[src/rtl/chd_pkg.sv]
// ----------------------------------------------------------------------------
// chd_pkg
// Shared codes, character constants and the result type of the chunked body
// decoder.
// ----------------------------------------------------------------------------
package chd_pkg;

  localparam int unsigned SizeBitsDefault = 32;

  // command codes
  localparam logic [1:0] CMD_BYTE    = 2'd0;
  localparam logic [1:0] CMD_CLOSE   = 2'd1;
  localparam logic [1:0] CMD_RESTART = 2'd2;

  // decode status codes
  localparam logic [1:0] ST_BUSY = 2'd0;
  localparam logic [1:0] ST_OK   = 2'd1;
  localparam logic [1:0] ST_ERR  = 2'd2;

  localparam logic [7:0] CHAR_CR   = 8'h0D;
  localparam logic [7:0] CHAR_LF   = 8'h0A;
  localparam logic [7:0] CHAR_SEMI = 8'h3B;
  localparam logic [7:0] CHAR_SP   = 8'h20;
  localparam logic [7:0] CHAR_TAB  = 8'h09;
  localparam logic [7:0] CHAR_VT   = 8'h0B;
  localparam logic [7:0] CHAR_FF   = 8'h0C;

  typedef struct packed {
    logic [7:0] body_byte;
    logic       body_valid;
    logic [1:0] decode_status;
  } chd_result_t;

endpackage

[src/rtl/chd_core.sv]
// ----------------------------------------------------------------------------
// chd_core
// Decoder state and its combinational update for one transfer: size line
// parsing, data countdown, chunk end check, trailer lines, close and restart.
// ----------------------------------------------------------------------------
module chd_core #(
  parameter int unsigned SIZE_BITS = chd_pkg::SizeBitsDefault
) (
  input  logic                clk_i,
  input  logic                rst_ni,
  input  logic                step_i,
  input  logic [1:0]          command_i,
  input  logic [7:0]          data_byte_i,
  output logic                res_valid_o,
  output chd_pkg::chd_result_t res_o
);
  import chd_pkg::*;

  typedef enum logic [2:0] {
    PH_SIZE,
    PH_DATA,
    PH_CR,
    PH_LF,
    PH_TRAILER,
    PH_DONE
  } phase_e;

  phase_e               phase_q, phase_d;
  logic [SIZE_BITS-1:0] size_accum_q, size_accum_d;
  logic [SIZE_BITS-1:0] bytes_left_q, bytes_left_d;
  logic                 digit_seen_q, digit_seen_d;
  logic                 hex_stopped_q, hex_stopped_d;
  logic                 in_ext_q, in_ext_d;
  logic                 nonspace_q, nonspace_d;
  logic                 line_nonempty_q, line_nonempty_d;

  logic                 hex_ok;
  logic [3:0]           hex_digit;
  logic                 is_blank;
  logic [SIZE_BITS-1:0] bytes_dec;

  always_comb begin
    hex_ok    = 1'b1;
    hex_digit = 4'd0;
    if (data_byte_i inside {[8'h30:8'h39]}) begin
      hex_digit = 4'(data_byte_i - 8'h30);
    end else if (data_byte_i inside {[8'h61:8'h66]}) begin
      hex_digit = 4'(data_byte_i - 8'h57);
    end else if (data_byte_i inside {[8'h41:8'h46]}) begin
      hex_digit = 4'(data_byte_i - 8'h37);
    end else begin
      hex_ok = 1'b0;
    end
  end

  assign is_blank  = (data_byte_i inside {CHAR_SP, CHAR_TAB, CHAR_VT, CHAR_FF});
  assign bytes_dec = bytes_left_q - SIZE_BITS'(1);

  always_comb begin
    phase_d         = phase_q;
    size_accum_d    = size_accum_q;
    bytes_left_d    = bytes_left_q;
    digit_seen_d    = digit_seen_q;
    hex_stopped_d   = hex_stopped_q;
    in_ext_d        = in_ext_q;
    nonspace_d      = nonspace_q;
    line_nonempty_d = line_nonempty_q;
    res_valid_o     = 1'b0;
    res_o           = '0;

    if (step_i) begin
      if (command_i == CMD_RESTART) begin
        phase_d         = PH_SIZE;
        size_accum_d    = '0;
        bytes_left_d    = '0;
        digit_seen_d    = 1'b0;
        hex_stopped_d   = 1'b0;
        in_ext_d        = 1'b0;
        nonspace_d      = 1'b0;
        line_nonempty_d = 1'b0;
      end else if (phase_q != PH_DONE && command_i == CMD_CLOSE) begin
        phase_d             = PH_DONE;
        res_valid_o         = 1'b1;
        res_o.decode_status = (phase_q == PH_TRAILER) ? ST_OK : ST_ERR;
      end else if (phase_q != PH_DONE && command_i == CMD_BYTE) begin
        case (phase_q)
          PH_SIZE: begin
            if (data_byte_i == CHAR_CR) begin
              // carriage returns are dropped
            end else if (data_byte_i == CHAR_LF) begin
              if (!nonspace_q) begin
                phase_d             = PH_DONE;
                res_valid_o         = 1'b1;
                res_o.decode_status = ST_ERR;
              end else begin
                phase_d         = (size_accum_q == '0) ? PH_TRAILER : PH_DATA;
                bytes_left_d    = size_accum_q;
                size_accum_d    = '0;
                digit_seen_d    = 1'b0;
                hex_stopped_d   = 1'b0;
                in_ext_d        = 1'b0;
                nonspace_d      = 1'b0;
                line_nonempty_d = 1'b0;
              end
            end else if (in_ext_q) begin
              // extension text is ignored
            end else if (data_byte_i == CHAR_SEMI) begin
              in_ext_d = 1'b1;
            end else if (is_blank) begin
              if (digit_seen_q) hex_stopped_d = 1'b1;
            end else begin
              nonspace_d = 1'b1;
              if (!hex_stopped_q) begin
                if (!hex_ok) begin
                  hex_stopped_d = 1'b1;
                end else begin
                  digit_seen_d = 1'b1;
                  // saturate once any of the top four bits would shift out
                  if (size_accum_q[SIZE_BITS-1 -: 4] != 4'd0) begin
                    size_accum_d = '1;
                  end else begin
                    size_accum_d = {size_accum_q[SIZE_BITS-5:0], hex_digit};
                  end
                end
              end
            end
          end
          PH_DATA: begin
            bytes_left_d     = bytes_dec;
            if (bytes_dec == '0) phase_d = PH_CR;
            res_valid_o      = 1'b1;
            res_o.body_byte  = data_byte_i;
            res_o.body_valid = 1'b1;
          end
          PH_CR: begin
            if (data_byte_i != CHAR_CR) begin
              phase_d             = PH_DONE;
              res_valid_o         = 1'b1;
              res_o.decode_status = ST_ERR;
            end else begin
              phase_d = PH_LF;
            end
          end
          PH_LF: begin
            if (data_byte_i != CHAR_LF) begin
              phase_d             = PH_DONE;
              res_valid_o         = 1'b1;
              res_o.decode_status = ST_ERR;
            end else begin
              phase_d         = PH_SIZE;
              size_accum_d    = '0;
              digit_seen_d    = 1'b0;
              hex_stopped_d   = 1'b0;
              in_ext_d        = 1'b0;
              nonspace_d      = 1'b0;
              line_nonempty_d = 1'b0;
            end
          end
          PH_TRAILER: begin
            if (data_byte_i == CHAR_CR) begin
              // dropped
            end else if (data_byte_i == CHAR_LF) begin
              if (!line_nonempty_q) begin
                phase_d             = PH_DONE;
                res_valid_o         = 1'b1;
                res_o.decode_status = ST_OK;
              end else begin
                line_nonempty_d = 1'b0;
              end
            end else begin
              line_nonempty_d = 1'b1;
            end
          end
          default: begin
          end
        endcase
      end
    end
  end

  always_ff @(posedge clk_i or negedge rst_ni) begin
    if (!rst_ni) begin
      phase_q         <= PH_SIZE;
      size_accum_q    <= '0;
      bytes_left_q    <= '0;
      digit_seen_q    <= 1'b0;
      hex_stopped_q   <= 1'b0;
      in_ext_q        <= 1'b0;
      nonspace_q      <= 1'b0;
      line_nonempty_q <= 1'b0;
    end else begin
      phase_q         <= phase_d;
      size_accum_q    <= size_accum_d;
      bytes_left_q    <= bytes_left_d;
      digit_seen_q    <= digit_seen_d;
      hex_stopped_q   <= hex_stopped_d;
      in_ext_q        <= in_ext_d;
      nonspace_q      <= nonspace_d;
      line_nonempty_q <= line_nonempty_d;
    end
  end

  // the data phase is only entered with a nonzero count
  a_data_count: assert property (@(posedge clk_i) disable iff (!rst_ni)
    phase_q == PH_DATA |-> bytes_left_q != '0)
    else $error("data phase with zero bytes left");

  a_finish_done: assert property (@(posedge clk_i) disable iff (!rst_ni)
    res_valid_o && !res_o.body_valid |=> phase_q == PH_DONE)
    else $error("final status without finished phase");

endmodule

[src/rtl/http_chunked_body_decoder.sv]
// ----------------------------------------------------------------------------
// http_chunked_body_decoder
// HTTP/1.1 chunked body decoder, one received byte per transfer.
// ----------------------------------------------------------------------------
// throughput: one input transfer per cycle, set by the per-transfer state
//   update in chd_core; a one-entry skid stage keeps input open while the
//   output is stalled, until a second result is waiting
// reset: rst_ni clears the decoder to the start of a size line, outputs empty
module http_chunked_body_decoder #(
  parameter int unsigned SIZE_BITS = chd_pkg::SizeBitsDefault
) (
  input  logic       clk_i,
  input  logic       rst_ni,
  input  logic       in_valid_i,
  output logic       in_ready_o,
  input  logic [1:0] command_i,
  input  logic [7:0] data_byte_i,
  output logic       out_valid_o,
  input  logic       out_ready_i,
  output logic [7:0] body_byte_o,
  output logic       body_valid_o,
  output logic [1:0] decode_status_o
);
  import chd_pkg::*;

  logic        in_xfer;
  logic        res_valid;
  chd_result_t res;
  logic        out_valid_q;
  logic        skid_valid_q;
  chd_result_t out_q;
  chd_result_t skid_q;

  assign in_ready_o = !skid_valid_q;
  assign in_xfer    = in_valid_i && in_ready_o;

  chd_core #(
    .SIZE_BITS(SIZE_BITS)
  ) u_core (
    .clk_i      (clk_i),
    .rst_ni     (rst_ni),
    .step_i     (in_xfer),
    .command_i  (command_i),
    .data_byte_i(data_byte_i),
    .res_valid_o(res_valid),
    .res_o      (res)
  );

  always_ff @(posedge clk_i or negedge rst_ni) begin
    if (!rst_ni) begin
      out_valid_q  <= 1'b0;
      skid_valid_q <= 1'b0;
    end else begin
      if (out_valid_q && out_ready_i) begin
        if (skid_valid_q) begin
          skid_valid_q <= 1'b0;
        end else begin
          out_valid_q <= res_valid;
        end
      end else if (!out_valid_q) begin
        out_valid_q <= res_valid;
      end else if (res_valid) begin
        skid_valid_q <= 1'b1;
      end
    end
  end

  always_ff @(posedge clk_i) begin
    if (out_valid_q && out_ready_i) begin
      out_q <= skid_valid_q ? skid_q : res;
    end else if (!out_valid_q) begin
      out_q <= res;
    end else if (res_valid) begin
      skid_q <= res;
    end
  end

  assign out_valid_o     = out_valid_q;
  assign body_byte_o     = out_q.body_byte;
  assign body_valid_o    = out_q.body_valid;
  assign decode_status_o = out_q.decode_status;

  a_skid_order: assert property (@(posedge clk_i) disable iff (!rst_ni)
    skid_valid_q |-> out_valid_q)
    else $error("skid holds a result while output is empty");

  a_data_busy: assert property (@(posedge clk_i) disable iff (!rst_ni)
    out_valid_o && body_valid_o |-> decode_status_o == ST_BUSY)
    else $error("data result with final status");

  a_final_status: assert property (@(posedge clk_i) disable iff (!rst_ni)
    out_valid_o && !body_valid_o |-> decode_status_o == ST_OK || decode_status_o == ST_ERR)
    else $error("status result without final status");

  a_no_overrun: assert property (@(posedge clk_i) disable iff (!rst_ni)
    skid_valid_q && !out_ready_i |=> skid_valid_q && out_valid_q)
    else $error("stalled results lost");

endmodule
[config.mk]
export PLATFORM = sky130hd
export DESIGN_NAME = http_chunked_body_decoder
export DESIGN_NICKNAME = d
export VERILOG_FILES = /design/src/rtl/chd_pkg.sv /design/src/rtl/chd_core.sv /design/src/rtl/http_chunked_body_decoder.sv
export SDC_FILE = /design/constraint.sdc
export NUM_CORES = 1
export LEC_CHECK = 0
export ABC_AREA = 1
export BUFFER_PORTS_ARGS = -buffer_cell sky130_fd_sc_hd__buf_4
export CAP_MARGIN = 15
export CORE_AREA = 2 2 119 121
export CTS_CLUSTER_DIAMETER = 80
export CTS_CLUSTER_SIZE = 25
export DETAILED_ROUTE_END_ITERATION = 6
export DIE_AREA = 0 0 121 123
export SETUP_SLACK_MARGIN = 0.2
export SYNTH_ARGS = -nofsm -noshare
export SYNTH_HDL_FRONTEND = slang
export SYNTH_SLANG_ARGS = --single-unit
[constraint.sdc]
create_clock -name clk_i -period 3.6 [get_ports clk_i]
set_input_delay 0.36 -clock clk_i [delete_from_list [all_inputs] [get_ports clk_i]]
set_output_delay 0.36 -clock clk_i [all_outputs]
set_load 0.01 [all_outputs]
==> out/metrics.csv <==
stage,metric,value,unit
global_routing,antenna_found_initial,0,
logic_synthesis,netlist_area,6020,sq um
cts,cts.sinks,96,
layout,seq_area,2510,sq um
floorplanning,pin_count,27,
global_routing,grt_pass1_vias,5368,
floorplanning,start_util,0.442,
route,firstDrtPassIters,5,
logic_synthesis,synth-main-ff-cell,dfrtp_1,
layout,layout.nets,863,
cts,ctsResizeCount,0,
power,power.internal,0.00162,W
route,viasPerCell,5.32,
setup_path,path_common_cell,nand2_1,
cts,cts_inserted_buffers,9,
route,wl_per_cell,15.7,um
route,drc,0,
floorplanning,core,13600,sq um
power,combPwrFrac,0.035,
cts,clk_latency,0.36,ns
cts,clk_pin_slew,0.07,ns
sta,rsz0062_at_grt,no,
layout,diodes,0,
layout,utilization,0.489,
cts,cts_max_path_buffers,2,
logic_synthesis,ys_ff_latch,96,
cts,cts_root_buf,clkbuf_16,
cts,postCtsSetupBuffers,0,
layout,multiInputGateArea,2950,sq um
power,switching_share,0.248,
logic_synthesis,postSynthCellCount,822,
power,seq_power_share,0.515,
setup_path,slowest_delay,0.41,ns
logic_synthesis,ys_types,43,
sta,fmaxAchievable,398,MHz
sta,setup_viol,0,
cts,hold_buffers,0,
sta,worstMarginPinSlew,1.01,ns
global_routing,grt_max_degree,75,
logic_synthesis,synthArstFlopShare,0.771,
setup_path,worstSetupStartpointType,flop,
setup_path,worstSetupPathType,reg2reg,
logic_synthesis,ys_seq_area_frac,0.417,
route,drt-total-wl,16200,um
route,detail-route-antenna-nets,0,
global_routing,grt.total_usage,0.228,
logic_synthesis,synth_fp_nets,843,
layout,drive_gt1_frac,0.132,
sta,finalSetupTns,0,ns
power,power_density,323,nW/um^2
placement,gp_congestion,0.937,
sta,hold_ws,0.165,ns
sta,min_period_over_period,0.699,
floorplanning,num_rows,43,
outcome,status,completed,
sta,maxSlewViolCount,0,
setup_path,arrival,2.81,ns
sta,relSlewSlack,0.324,
floorplanning,dieWidth,121,um
power,netSwitchingPower,0.000533,W
worst_hold_path,min_path_type,in2async,
logic_synthesis,synth_warnings,0,
global_routing,grt_pass1_wl,26400,um
power,pwr-share-clk,0.451,
setup_path,crit_fanout,6,
setup_path,crit_chain,nor2_1 -> nand2_1 -> nor2_1 -> nand2_1 -> inv_1 -> nand2_1 -> nand2_1 -> nand2_1 -> nor2_1 -> nand2_1 -> nor2_1 -> nand3_1 -> nand2_1 -> nand2_1 -> nand2_2 -> nand2_1 -> nand2_1,
power,peakVddDrop,244,uV
route,num_vias,5460,
layout,syn2layout_area_growth,10.6,%
placement,numPortBuffers,26,
logic_synthesis,synth_edf_count,22,
global_routing,grt_overflow,0,
sta,hold_viol,0,
cts,h-tree-depth,3,
logic_synthesis,syn_avg_cell_area,7.33,sq um
sta,period_needed,2.52,ns
route,drt_iter0_drc,403,
sta,finClkSkew,0.00832,ns
job,max-cap-violations,0,
setup_path,critPathCaptureType,flop,
setup_path,crit_required,3.89,ns
layout,fill_cells,1368,
placement,hpwl,11800,um
floorplanning,die_h,123,um
floorplanning,die-area,14900,sq um
setup_path,cpMaxStageDelayCell,dfrtp_1,
power,leakage,3.05,nW
cts,tritoncts,yes,
layout by cell type (no fill, tap or decap), types with 2 or more instances in the layout:
cell	netlist	final
nor2_8	2	2
nor2_1	136	136
nand3_1	38	38
nor3_1	4	4
nor2_2	7	7
o31ai_1	2	2
a21oi_1	20	20
ha_1	7	7
o22ai_2	21	21
nand4_1	8	8
buf_4	1	32
clkbuf_16	0	9
o21ai_1	11	11
inv_2	8	8
nor2_4	2	2
a31o_2	8	8
o22ai_1	14	14
o211ai_1	2	2
nand2_2	6	6
xor2_1	4	4
inv_1	107	107
dfrtp_1	74	74
inv_6	0	4
nor4_1	8	8
nand2_4	3	3
edfxtp_1	22	22
a21oi_2	2	2
o21ai_0	73	73
nand2_1	197	197
registers in the layout, summed over array words and instances (netlist names):
name and cells:
u_core.phase_q 3, u_core.in_ext_q 1, decode_status_o 2, body_byte_o 8, out_valid_o 1, u_core.size_accum_q 32, skid_valid_q 1, u_core.digit_seen_q 1
u_core.bytes_left_q 32, u_core.hex_stopped_q 1, body_valid_o 1, u_core.nonspace_q 1, u_core.line_nonempty_q 1, skid_q 11
layout make-up:
class,instances,share of cell area
clock buffer,9,0.0338
clock inverter,7,0.0107
inverter,117,0.0661
multi-input combinational,586,0.442
sequential,96,0.377
tap,180,0.0338
timing repair buffer,32,0.0361
Yosys cell counts, types with 3 or more instances:
library cell,count,area (sq um)
nand3_1,38,190
inv_1,107,402
o21ai_1,11,55.1
xor2_1,4,35.0
nand2_2,6,37.5
nor2_2,7,43.8
nor3_1,4,20.0
nor2_1,136,510
edfxtp_1,22,661
nand2_1,197,739
buf_6,4,45.0
clkbuf_1,15,56.3
ha_1,7,87.6
o22ai_2,21,263
a31o_2,8,70.1
a21oi_1,20,100
dfrtp_1,74,1850
o22ai_1,14,87.6
nand2_4,3,33.8
nor4_1,8,50.1
inv_2,8,30.0
o21ai_0,73,365
buf_2,3,15.0
nand4_1,8,50.1
cell families after synthesis:
kind of cell    count (synthesis)  share of synthesized area
xor+xnor                        5                    0.00727
compound gates                160                      0.174
simple gates                  414                      0.293
fa+ha+maj                       7                     0.0145
flops                          96                      0.417
buf+inv                       140                     0.0937
worst paths after layout:
| check | slack [ns] | start | cells after the start | endpoint |
|---|---|---|---|---|
| setup reg to reg | 1.08 | u_core.bytes_left_q[8] | 17 | u_core.phase_q[2] |
| max in group asynchronous | 2.78 | rst_ni | 1 | u_core.size_accum_q[27] |
| setup / recovery | 1.08 | u_core.bytes_left_q[8] | 17 | u_core.phase_q[2] |
| hold / removal | 0.16 | rst_ni | 1 | u_core.bytes_left_q[12] |
| min in group clk_i | 0.31 | out_ready_i | 3 | out_valid_o |
| hold reg to reg | 0.53 | u_core.nonspace_q | 2 | u_core.nonspace_q |
through the flow:
| stage | worst slack (ns) | area (sq um) | instances | total power [W] |
|---|---|---|---|---|
| after detailed placement | 0.931 | 6360 | 1011 | 0.00121 |
| after global routing | 0.768 | 6660 | 1027 | 0.00224 |
| after floorplan | 1.42 | 6020 | 822 | 0.00116 |
| after global placement | 0.990 | 6360 | 1011 | 0.00121 |
| final | 1.08 | 6660 | 1027 | 0.00215 |
| after CTS | 1.09 | 6660 | 1027 | 0.00217 |
layer usage:
layer / wire, um / share of wire / GRT usage
met5: 0 / 0 / 0
met4: 363 / 0.022 / 0.0865
met3: 758 / 0.047 / 0.0355
met2: 7900 / 0.49 / 0.393
met1: 7130 / 0.44 / 0.288
power by group through the flow:
stage / Combinational, W / Clock, W / Sequential, W
detailed placement: 0.0000757 / 0 / 0.00113
global route: 0.0000841 / 0.00105 / 0.00111
floorplan: 0.0000339 / 0 / 0.00113
CTS: 0.0000760 / 0.000992 / 0.00111
global placement: 0.0000754 / 0 / 0.00113
finish: 0.0000746 / 0.000970 / 0.00111
worst max-delay path: cells and delay by family, from the launching register on:
kind,cells,cell delay [ns]
buf+inv,1,0.11
simple gates,16,1.94
flops,1,0.41
Note: power is estimated with default switching activity, not from simulation.
